<file path="src/rtl/core/erlt_ram.sv">
// ----------------------------------------------------------------------------
// Generic RAM
// One write port and one read port with registered read data.
// ----------------------------------------------------------------------------
module erlt_ram #(
	parameter int WIDTH = 8,
	parameter int DEPTH = 16,
	localparam int AW = (DEPTH > 1) ? $clog2(DEPTH) : 1
) (
	input  logic             clk,
	input  logic             wr_en,
	input  logic [AW-1:0]    wr_addr,
	input  logic [WIDTH-1:0] wr_data,
	input  logic [AW-1:0]    rd_addr,
	output logic [WIDTH-1:0] rd_data
);

	logic [WIDTH-1:0] mem_q [DEPTH];

	always_ff @(posedge clk) begin
		if (wr_en) begin
			mem_q[wr_addr] <= wr_data;
		end
		rd_data <= mem_q[rd_addr];
	end

endmodule

</file>
<file path="config.mk">
export PLATFORM = sky130hd
export DESIGN_NAME = erlt_ram
export DESIGN_NICKNAME = d
export VERILOG_FILES = /design/src/rtl/core/erlt_ram.sv
export SDC_FILE = /design/constraint.sdc
export NUM_CORES = 1
export LEC_CHECK = 0
export ABC_AREA = 1
export BUFFER_PORTS_ARGS = -buffer_cell sky130_fd_sc_hd__buf_4
export CAP_MARGIN = 20
export CORE_MARGIN = 4
export CORE_UTILIZATION = 40
export DETAILED_ROUTE_END_ITERATION = 6
export PLACE_DENSITY = 0.67
export SLEW_MARGIN = 20
export SYNTH_ARGS = -nofsm -noshare
export SYNTH_HDL_FRONTEND = slang
export SYNTH_SLANG_ARGS = --single-unit
</file>
<file path="constraint.sdc">
create_clock -name clk -period 1.48 [get_ports clk]
set_clock_uncertainty 0.15 [all_clocks]
set_input_delay 0 -clock clk [delete_from_list [all_inputs] [get_ports clk]]
set_output_delay 0 -clock clk [all_outputs]
set_load 0.02 [all_outputs]
</file>
After elaboration in Yosys (flattened, before gate mapping)
Memory sizes are Yosys's and may differ from the RTL's. A register that Yosys moved wholly into a read port is not among the register bits.
Cells that the tools add are included.
{ "op_classes": {"muxes": 2} }
{ "ops": {"columns": ["cell", "n"], "rows": [
  ["two-way mux 1 bit", 2]
]} }
{ "word_totals": {"mem_bits_rw": 128, "register_bits": 0, "inputBits": 18, "memories": 1} }
{ "memory_table": {"columns": ["memory", "words", "word_bits", "read_ports", "rd_clocked_by_memory_dff", "wr", "line_no", "source"], "rows": [
  ["mem_q", 16, 8, 1, 1, 1, "18", "logic [WIDTH-1:0] mem_q [DEPTH];"]
]} }

Longest topological paths before layout
Gate-level depths: netlist of the first run.
{ "logic_depth": {"ltp_word": 2, "mapped_depth": 8, "depth_no_buf": 7} }

Worst setup path before layout of the first run
OpenSTA, ideal clock, no wires.
{ "synth_timing": {"path_type": "input-to-reg", "from": "input wr_addr[2]", "to": "memory mem_q[10][0], enable pin", "n_path_buf": 0, "required_ns": 0.960, "t_arrival_ns": 0.581, "setup_ns": 0.370, "path_slack_ns": 0.379, "path_stages": 2, "cell_sequence": "nand3b_1 nor2_1"} }
{ "synth_rtl": {"columns": ["item", "line_no", "source"], "rows": [
  ["start, declared", "12", "input logic [AW-1:0] wr_addr,"],
  ["end, declared", "18", null]
]} }
Straight into the memory's write port.

==> results of run 1 <==
==> power by group through the flow <==
stage	registers (mW)	clock network [mW]	logic, mW
after floorplan	4.44	0	0.304
after global placement	4.41	0	0.583
after detailed placement	4.41	0	0.596
after CTS	4.33	4.74	0.624
after global routing	4.34	4.92	0.687
final	4.33	4.68	0.623
==> worst max-delay path: cells and delay by family <==
family / cells / cell delay, ns
simple gates: 4 / 0.46
buf+inv: 3 / 1.06
==> routing by layer <==
layer  wire, um  up-vias  global-route usage, %
met5          0        -                      0
met4        272        0                   6.12
met3        676       23                   4.04
met2       6180      122                   27.3
met1       5770     1863                   22.3
li1           -     1884                      -
==> logic make-up after synthesis <==
logic type / count (synthesis) / share of synthesized area, %
simple gates: 289 / 21.0
flops: 136 / 69.4
buf+inv: 126 / 9.52
==> cell usage in the layout (no fill, tap or decap) <==
cell type      synthesis  routed
nand2_1              173     173
edfxtp_1             128     128
inv_1                100     100
nand3_1               97      97
buf_4                  4      45
nor2_1                17      17
clkbuf_16              0      17
dlygate4sd3_1          0      11
dfxtp_1                8       8
bufinv_16              0       6
clkinvlp_4             0       4
buf_12                 0       4
inv_2                  2       2
nand3b_1               2       2
clkinv_2               0       2
clkbuf_1               0       2
clkinv_4               0       1
==> state kept, by name (all words and copies together), names as in the netlist <==
| register | flops |
|---|---|
| rd_data | 8 |
| mem_q | 128 |
==> path summary, 6_finish.rpt <==
kind                      end  cells past startpoint  slack [ns]    startpoint
hold reg to reg    rd_data[4]                      6        0.51  mem_q[14][4]
setup / recovery   rd_data[0]                      7        0.15    rd_addr[1]
setup reg to reg   rd_data[2]                      6        0.29   mem_q[3][2]
hold / removal    mem_q[1][3]                      4        0.05         wr_en
==> layout make-up <==
| type | count | area, um^2 |
|---|---|---|
| Tap cell | 180 | 225 |
| Sequential cell | 136 | 4000 |
| Multi-Input combinational cell | 289 | 1210 |
| Inverter | 102 | 383 |
| Timing Repair Buffer | 60 | 528 |
| Clock inverter | 13 | 229 |
| Fill cell | 1216 | 6970 |
| Clock buffer | 19 | 433 |
==> per-stage QoR <==
step | setup slack (ns) | util (%) | power (mW)
after floorplan | 0.379 | - | 4.74
after detailed placement | 0.266 | 44.6 | 5.01
after global placement | 0.301 | 44.6 | 4.99
after global routing | 0.0817 | 50.2 | 9.94
after CTS | 0.180 | 50.2 | 9.70
final | 0.153 | 50.2 | 9.64
==> timing repair <==
item                                   4_1_cts  5_1_grt
hold buffers                                11        0
buffers inserted                             0        0
endpoints found under the hold margin      136        0
==> results, run 1 <==
- The flow ran to the end, and the final reports show no timing, DRC or antenna violations.
- The arrival time at the worst endpoint is 1.53 ns.
- The tool flagged a number of max-cap violations equal to 0.
- TritonCTS built the clock tree.
- The global-route total usage across every layer is 16.9%.
- Based on the critical path, the design can be clocked at up to 753 MHz.
- Entering global routing, the biggest net connects 65 pins.
- Summed over all instances, the cell type with the most area after synthesis is edfxtp_1.
- The worst pin sits at a relative slew slack of 78.2%.
- Dividing the detail-routed via count by the number of cells gives 4.87.
- The total setup violations reported at the end of the flow is 0.
- From left edge to right edge, the die measures 128 um.
- The maximum level of the CTS H-tree is 4.
- The delay of the slowest cell on the worst path is 0.53 ns.
- The count of final max-slew check failures is 0.
- The number of port buffers is 25.
- The share of cells above drive strength 1 is 13.1%.
- In this run the remaining antenna-violating nets after routing total 0.
- In this run the static leakage power is 3.03 nW.
- For this design the ratio of total power to cell area is 1370 nW/um^2.
- The sequential-to-total area share from yosys stat is 69.4%.
- After detailed placement, the design holds a cell count of 756.
- The die height is 128 um.
- The total via count after detailed routing is 3892.
- The maximum root-to-sink buffer count is 2.
- The worst path in the final design needs a cycle of 1.33 ns, including I/O delays and setup.
- Net switching is 20.4% of the power.
- In the finished design, the share of the clock period the worst path needs comes to 89.7%.
- The later-pin clock latency in the skew report is 0.41 ns.
- Counting flops with a built-in enable in the synthesized netlist gives 128.
- The analysis attributes to net switching a power of 1.96 mW.
- The finished cells cover 7020 um^2.
- The nature of the critical path endpoint is a flip-flop.
- When the netlist entered floorplanning its net count stood at 569.
- The worst hold-check path type is input pin to flip-flop.
- The startpoint type of the worst setup path is an input pin.
- The async set or reset register ratio after synthesis is 0%.
- nand2_1 is the most common cell in the netlist.
- The number of iterations in the first detailed-routing pass is 5.
- The number of cell rows is 43.
- The number of antenna violations at the first check in global routing came to 0.
- The worst-path maximum fanout is 21.
- The DRC violation total after the first TritonRoute iteration is 250.
- At the end of routability-driven placement, the weighted congestion stood at 0.820.
- The post-detailed-placement half-perimeter wirelength is 7780 um.
- The synthesized instance count is 551.
- The most frequent cell on the critical path is nand3_1.
- The die covers 16400 um^2.
- The slowest cell on the critical path is dlygate4sd3_1.
- The post-layout net count is 624.
- The mean instance size in the synthesized netlist is 10.5 um^2.
- Walking the worst path, the cells encountered are dlygate4sd3_1 > buf_4 > buf_4 > nand3_1 > nand3_1 > nand3_1 > nand2_1.
- The via count of the first global-routing pass is 3842.
- The finished layout holds 799 standard cells, fillers aside.
- The clock buffer count from CTS is 17.
- In this run the cell area of the synthesized design comes to 5770 um^2.
- By area the synthesized netlist is led by edfxtp_1, nand2_1, nand3_1.
- The DRC violation count after routing is 0.
- 26 I/O pins were placed.
- The final hold violation count is 0.
- Data on the critical path is required at its endpoint by 1.68 ns.
- The portion of total power attributed to sequential cells is 44.9%.
- Counting distinct cell types in the post-synthesis netlist gives 12.
- Synthesis inferred 136 register bits.
- The wire length of the first global-routing pass is 20600 um.
- The internal power summed over all cells is 7.67 mW.
- The layout overhead on the synthesized area is 21.7%.
- The number of antenna diodes in the final layout is 0.
- In this run, the combinational gates consume 6.5% of the power.
- The worst hold slack after final layout is 0.0506 ns.
- The clock-pin slew on the worst setup and hold paths is 0.05 ns.
- The worst-case IR drop observed on VDD is 737 uV.
- The clock drives 136 sinks.
- The initial core utilization is 41.2%.
- The floorplan step defined a core boundary enclosing 14000 um^2.
- Once placement finished, the instance area stood at 6240 um^2.
- The root buffer selected by CTS is clkbuf_16.
- By count the netlist is led by nand2_1, edfxtp_1, inv_1.
- The transition time at the pin with the least slew margin is 0.326 ns.
- The type of the worst setup path is input pin to flip-flop.
- The overflow left after global routing is 0.
- After detailed routing, the average wire length per cell comes to 16.1 um.
- Gates resized during post-CTS repair numbered 0.
- The predominant post-synthesis flop cell is edfxtp_1.
- The final setup TNS is 0 ns.
- During synthesis, Yosys emitted a total of 0 warnings.
- The clock power share is 48.6%.
- Setup repair after global routing left no endpoint under its margin.
- The routed wire length is 12900 um.
- The area share of the largest cell type after synthesis is 66.7%.
Power figures use the tool's default switching activity.
==> run 2: changes to the inputs <==
CAP_MARGIN = 10   (was 20)
CORE_UTILIZATION = 61   (was 40)
PLACE_DENSITY = 0.9   (was 0.67)
==> results, run 2 (synthesis gave the netlist of run 1 again) <==
- The run finished with clean final reports.
- In this run the clock root is driven by a clkbuf_8.
- The routed design uses 6790 um of met2 wire.
- Per report_power, the sequential group accounts for 46.8% of the total.
- The die width is 105 um.
- The layout overhead on the synthesized area is 21.0%.
- The origin of the critical flop-to-flop path is mem_q[8][4].
- Entering global routing, the biggest net connects 65 pins.
- The DRC violation count after routing is 0.
- The worst path in the final design needs a cycle of 1.34 ns, including I/O delays and setup.
- In this run the count of I/O pins placed on the die edge is 26.
- The internal power summed over all cells is 7.25 mW.
- The maximum root-to-sink buffer count is 2.
- In this run the top signal layer used is met4.
- Once layout is complete, the utilization of the core stands at 75.5%.
- The post-detailed-placement half-perimeter wirelength is 7710 um.
- TritonCTS built the clock tree.
- The initial utilization of the core area, before any placement, comes to 62.4%.
- The first global-routing pass estimated 22400 um of wire.
- STA puts the critical path data arrival time at 1.60 ns.
- The worst hold path begins at wr_addr[0].
- The later-pin clock latency in the skew report is 0.52 ns.
- The ratio of total power to cell area is 1330 nW/um^2.
- The area occupied by multi-input gates is 1220 um^2.
- The required time reported for the critical path endpoint is 1.74 ns.
- The number of nets with antenna violations after routing is 0.
- In the finished design, the share of the clock period the worst path needs comes to 90.4%.
- After filler insertion, the fill cell instance count of the layout stands at 503.
- The highest clock frequency the design can meet is 748 MHz.
- The transition time at the pin with the least slew margin is 0.391 ns.
- Measured along the y axis, the die boundary spans 105 um.
- Buffers inserted during clock tree synthesis total 17.
- The register with the highest flop count is mem_q.
- Net switching is 21.8% of the power.
- After the first detailed-routing iteration, the DRC count stood at 518.
- The overflow left after global routing is 0.
- The detailed router put a total of 5260 um of wire on met1.
- The nature of the critical path endpoint is a flip-flop.
- The area of all sequential standard cells is 4000 um^2.
- The most critical setup path has its startpoint at rd_addr[0].
- The clock tree synthesis step divided the H-tree into 4 levels.
- The peak supply drop is 972 uV.
- Setup violations remaining at the end of the flow were counted as 0.
- In this run the worst path has a maximum fanout of 34.
- The switching power of the nets is 2.02 mW.
- The register with the most flip-flops in the layout has 128 of them.
- The final layout contains routed wiring with a total length of 14100 um.
- The global-route total usage across every layer is 27.1%.
- The first detailed-routing pass took 6 iterations.
- The final hold violation count is 0.
- The leakage power summed over all cells is 3.04 nW.
- After clock tree synthesis, the clock-pin slew on the worst setup and hold paths is 0.06 ns.
- The worst relative slew slack is 73.9%.
- Across the run, the number of max-cap violations was 0.
- For the final routed database, the setup TNS stands at 0 ns.
- The routed length on met3 is 1480 um.
- In this run the tool buffered the top-level ports with 25 buffer cells.
- The type of the worst setup path is input pin to flip-flop.
- In the final layout, the registers with the most flip-flops are mem_q x128, rd_data x8.
- The library cell used most frequently in the layout, excluding fill and tap cells, is nand2_1.
- The total via count after detailed routing is 4203.
- The post-layout net count is 632.
- The floorplan has 35 rows.
- The number of antenna diodes in the final layout is 0.
- The routability congestion estimate is 0.933.
- The library cells used most frequently in the layout, excluding fill and tap cells, are nand2_1, edfxtp_1, inv_1.
- Counting every sink on the clock net gives 136.
- The routed length per placed instance is 18.7 um.
- The via count of the first global-routing pass is 4226.
- The tightest min-delay check is of the input pin to flip-flop type.
- The logic gate share of total power is 7.1%.
- Setup repair after global routing left no endpoint under its margin.
- The floorplan step defined a core boundary enclosing 9240 um^2.
- The floorplan die area is 11100 um^2.
- The worst setup path is launched from an input pin.
- In this run, the clock network consumes 46.1% of the power.
- The count of final max-slew check failures is 0.
- After detailed routing, the number of vias per cell comes to 5.56.
- The number of antenna violations at the first check in global routing is 0.
- The share of cells above drive strength 1 is 12.6%.
## run 2: timing repair
action / in CTS / in global routing
gates resized for setup: 0 / 2
hold endpoints to repair: 221 / 32
endpoints found under the setup margin: 0 / 8
buffers inserted: 0 / 0
hold buffers: 17 / 3
## run 2: area by class of cell
type	instances	share of cell area (%)
clock inverters	14	2.60
well taps	129	2.31
flip-flops and latches	136	57.4
repair buffers	68	8.77
clock buffers	18	5.99
inverters	102	5.49
multi-input cells	289	17.4
## run 2: path summary, 6_finish.rpt
check / endpoint / slack (ns) / depth (start not counted)
worst max-delay path: rd_data[4] / 0.14 / 9
worst min-delay path: mem_q[4][0] / 0.05 / 5
worst max register to register: rd_data[4] / 0.18 / 6
worst min register to register: rd_data[4] / 0.55 / 6
## run 2: per-layer routing
metal / vias up / track usage [%]
met4: 0 / 13.2
met5: - / 0
li1: 1896 / -
met1: 1923 / 34.5
met2: 328 / 43.6
met3: 56 / 6.86
## run 2: per-stage QoR
stage               hold WS, ns  instance area, um^2  power, mW  setup slack [ns]  cells
detailed placement        0.184                 6180       5.00             0.272    705
global placement          0.176                 6180       4.97             0.329    705
CTS                     -0.0461                 6950       9.26            0.0360    754
finish                   0.0522                 6980       9.27             0.143    756
global route             0.0708                 6980       9.53             0.119    756
floorplan               -0.0511                 5770       4.74             0.379    551
## run 2: power groups by stage
stage / combinational [mW] / sequential (mW) / clock, mW
finish: 0.655 / 4.34 / 4.28
global route: 0.704 / 4.34 / 4.48
CTS: 0.634 / 4.34 / 4.29
detailed placement: 0.581 / 4.42 / 0
global placement: 0.561 / 4.41 / 0
floorplan: 0.304 / 4.44 / 0
## run 2: critical path: stages
cell	delay, ns
dlygate4sd3_1	0.55
buf_4	0.16
inv_2	0.09
buf_12	0.19
nand2_1	0.12
nand3_1	0.09
nand3_1	0.13
nand3_1	0.18
nand2_1	0.07
==> run 3: changes to the inputs <==
BUFFER_PORTS_ARGS = default   (was -buffer_cell sky130_fd_sc_hd__buf_4)
CORE_UTILIZATION = 63   (was 61)
CTS_BUF_LIST = sky130_fd_sc_hd__clkbuf_16   (was default)
DONT_BUFFER_PORTS = 1   (was default)
==> results, run 3 (synthesis gave the netlist of run 1 again) <==
- The final reports fail on negative hold slack.
- The clock-pin slew on the worst setup and hold paths is 0.06 ns.
- In the final layout, the share of cells above drive strength 1 is 8.72%.
- The most critical setup path has its startpoint at rd_addr[2].
- The die covers 10700 um^2.
- The worst-case setup margin in the final layout is 0.155 ns.
- The final hold violation count is 8.
- The register with the most flip-flops in the layout has 128 of them.
- At the pin with the least slew margin, the transition time is 0.764 ns.
- The ratio of total power to cell area is 1390 nW/um^2.
- The shortest clock period the worst path allows after layout is 1.33 ns.
- The maximum root-to-sink buffer count is 2.
- The antenna diode count is 0.
- Of the available clock period, the critical path in the final layout requires 89.6%.
- The root buffer selected by CTS is clkbuf_16.
- In the final layout, the registers with the most flip-flops are mem_q x128, rd_data x8.
- The routability congestion estimate is 0.902.
- After clock tree synthesis, the setup repair step added 0 buffers.
- The worst hold path belongs to the class input pin to flip-flop.
- The run finished, with violations left.
- For this run the aggregate overflow at the end of global routing stands at 0.
- The number of antenna violations at the first check in global routing came to 0.
- The detailed router finished its first iteration with 502 violations.
- The DRC violation count after routing is 0.
- The total setup violations reported at the end of the flow is 0.
- During I/O placement, the number of pins put on the boundary was 26.
- The register with the highest flop count is mem_q.
- Leaving out fill and tap cells, the most frequent cell in the layout is nand2_1.
- OpenSTA, run right after detailed placement, puts the worst setup slack at 0.267 ns.
- The total of hold buffers inserted after clock tree synthesis is 16.
- By startpoint and endpoint, the worst setup path is classified as input pin to flip-flop.
- The clock drives 136 sinks.
- The post-detailed-placement half-perimeter wirelength is 7780 um.
- The arrival time at the worst endpoint is 1.48 ns.
- The global-route total usage across every layer is 26.7%.
- Among all stages on the critical path, the largest delay is contributed by dlygate4sd3_1.
- The routed length per placed instance is 19.6 um.
- Gates resized during post-CTS repair numbered 0.
- The origin of the critical flop-to-flop path is mem_q[3][3].
- Walking the worst path, the cells encountered are dlygate4sd3_1 > nand3_1 > nand3_1 > nand2_1.
- For this block, the via count after detailed routing is 4092.
- Along the worst path, the maximum fanout reaches 16.
- The region available for standard cell placement spans 8810 um^2.
- In this run the most critical hold path is launched from rd_addr[0].
- Across all hold checks on the routed design, the worst slack comes to -0.200 ns.
- The delay of the slowest cell on the worst path is 1.03 ns.
- The startpoint type of the worst setup path is an input pin.
- The via count of the first global-routing pass is 4029.
- In this run, CTS created clock tree buffers numbering 17.
- Using the TritonRoute via totals, the vias-per-cell ratio works out to 5.81.
- The die width is 104 um.
- The number of cell rows is 34.
- The first detailed-routing pass ran for 6 iterations.
- For this block, the routed nets add up to 13800 um of wire.
- In this run the static leakage power is 2.92 nW.
- The post-layout net count is 601.
- Data on the critical path is required at its endpoint by 1.64 ns.
- The final setup TNS is 0 ns.
- The total of max-cap violations is 0.
- The die height is 104 um.
- The finished layout holds 704 standard cells, fillers aside.
- The pin count of the biggest net entering global routing is 66.
- Counting tap cells, the placed design contains a total of 656 instances.
- The most frequent cell on the critical path is nand3_1.
- The initial utilization of the core area, before any placement, comes to 65.5%.
- At the later pin of the worst-skew pair, clock insertion delay measures 0.42 ns.
- The first global-routing pass estimated 21400 um of wire.
- VDD sags by at most 1220 uV.
- The highest clock frequency the design can meet is 754 MHz.
- The layout overhead on the synthesized area is 16.8%.
- The number of port buffers is 0.
- The detail route stage leaves a number of antenna-violating nets equal to 0.
- The final instance area is 6740 um^2.
- The clock tree from TritonCTS is yes.
- Leaving out fill and tap cells, the most frequent cells in the layout are nand2_1, edfxtp_1, inv_1.
- The placed instances occupy a cell area of 5930 um^2.
- The count of final max-slew check failures is 0.
- The nature of the critical path endpoint is a flip-flop.
- After layout, the design draws a total of 9.38 mW.
- Setup repair after global routing left no endpoint under its margin.
- Cells fill 76.5% of the core in the end.
- The worst pin sits at a relative slew slack of 48.9%.
- The H-tree was split into 4 levels.
==> run 3: final cells by class <==
type / count / area, um^2
Clock inverter: 15 / 210
Timing Repair Buffer: 37 / 365
Clock buffer: 17 / 425
Multi-Input combinational cell: 289 / 1210
Inverter: 102 / 383
Fill cell: 482 / 2070
Sequential cell: 136 / 4000
Tap cell: 108 / 135
==> run 3: layer usage <==
layer	vias up	global-route usage [%]	part of all wire, %
met5	-	0	0
met4	0	16.4	5.3
met3	67	5.29	11
met2	282	43.6	50
met1	1903	32.9	34
li1	1840	-	-
==> run 3: final timing paths <==
check / end / slack [ns] / cells past startpoint
worst max-delay path: rd_data[7] / 0.15 / 4
worst min-delay path: rd_data[4] / -0.20 / 5
worst max register to register: rd_data[3] / 0.27 / 6
worst min register to register: rd_data[2] / 0.52 / 6
==> run 3: power breakdown <==
part	switching, mW	internal [mW]	leakage, nW	total (mW)
clock network	1.55	2.96	0.307	4.51
registers	0.0677	4.31	1.22	4.38
logic	0.337	0.161	1.39	0.498
==> run 3: worst max-delay path, delay by kind of cell <==
kind                   cells  cell delay, ns
buffers and inverters      1            1.03
AND/OR/NAND/NOR            3            0.44
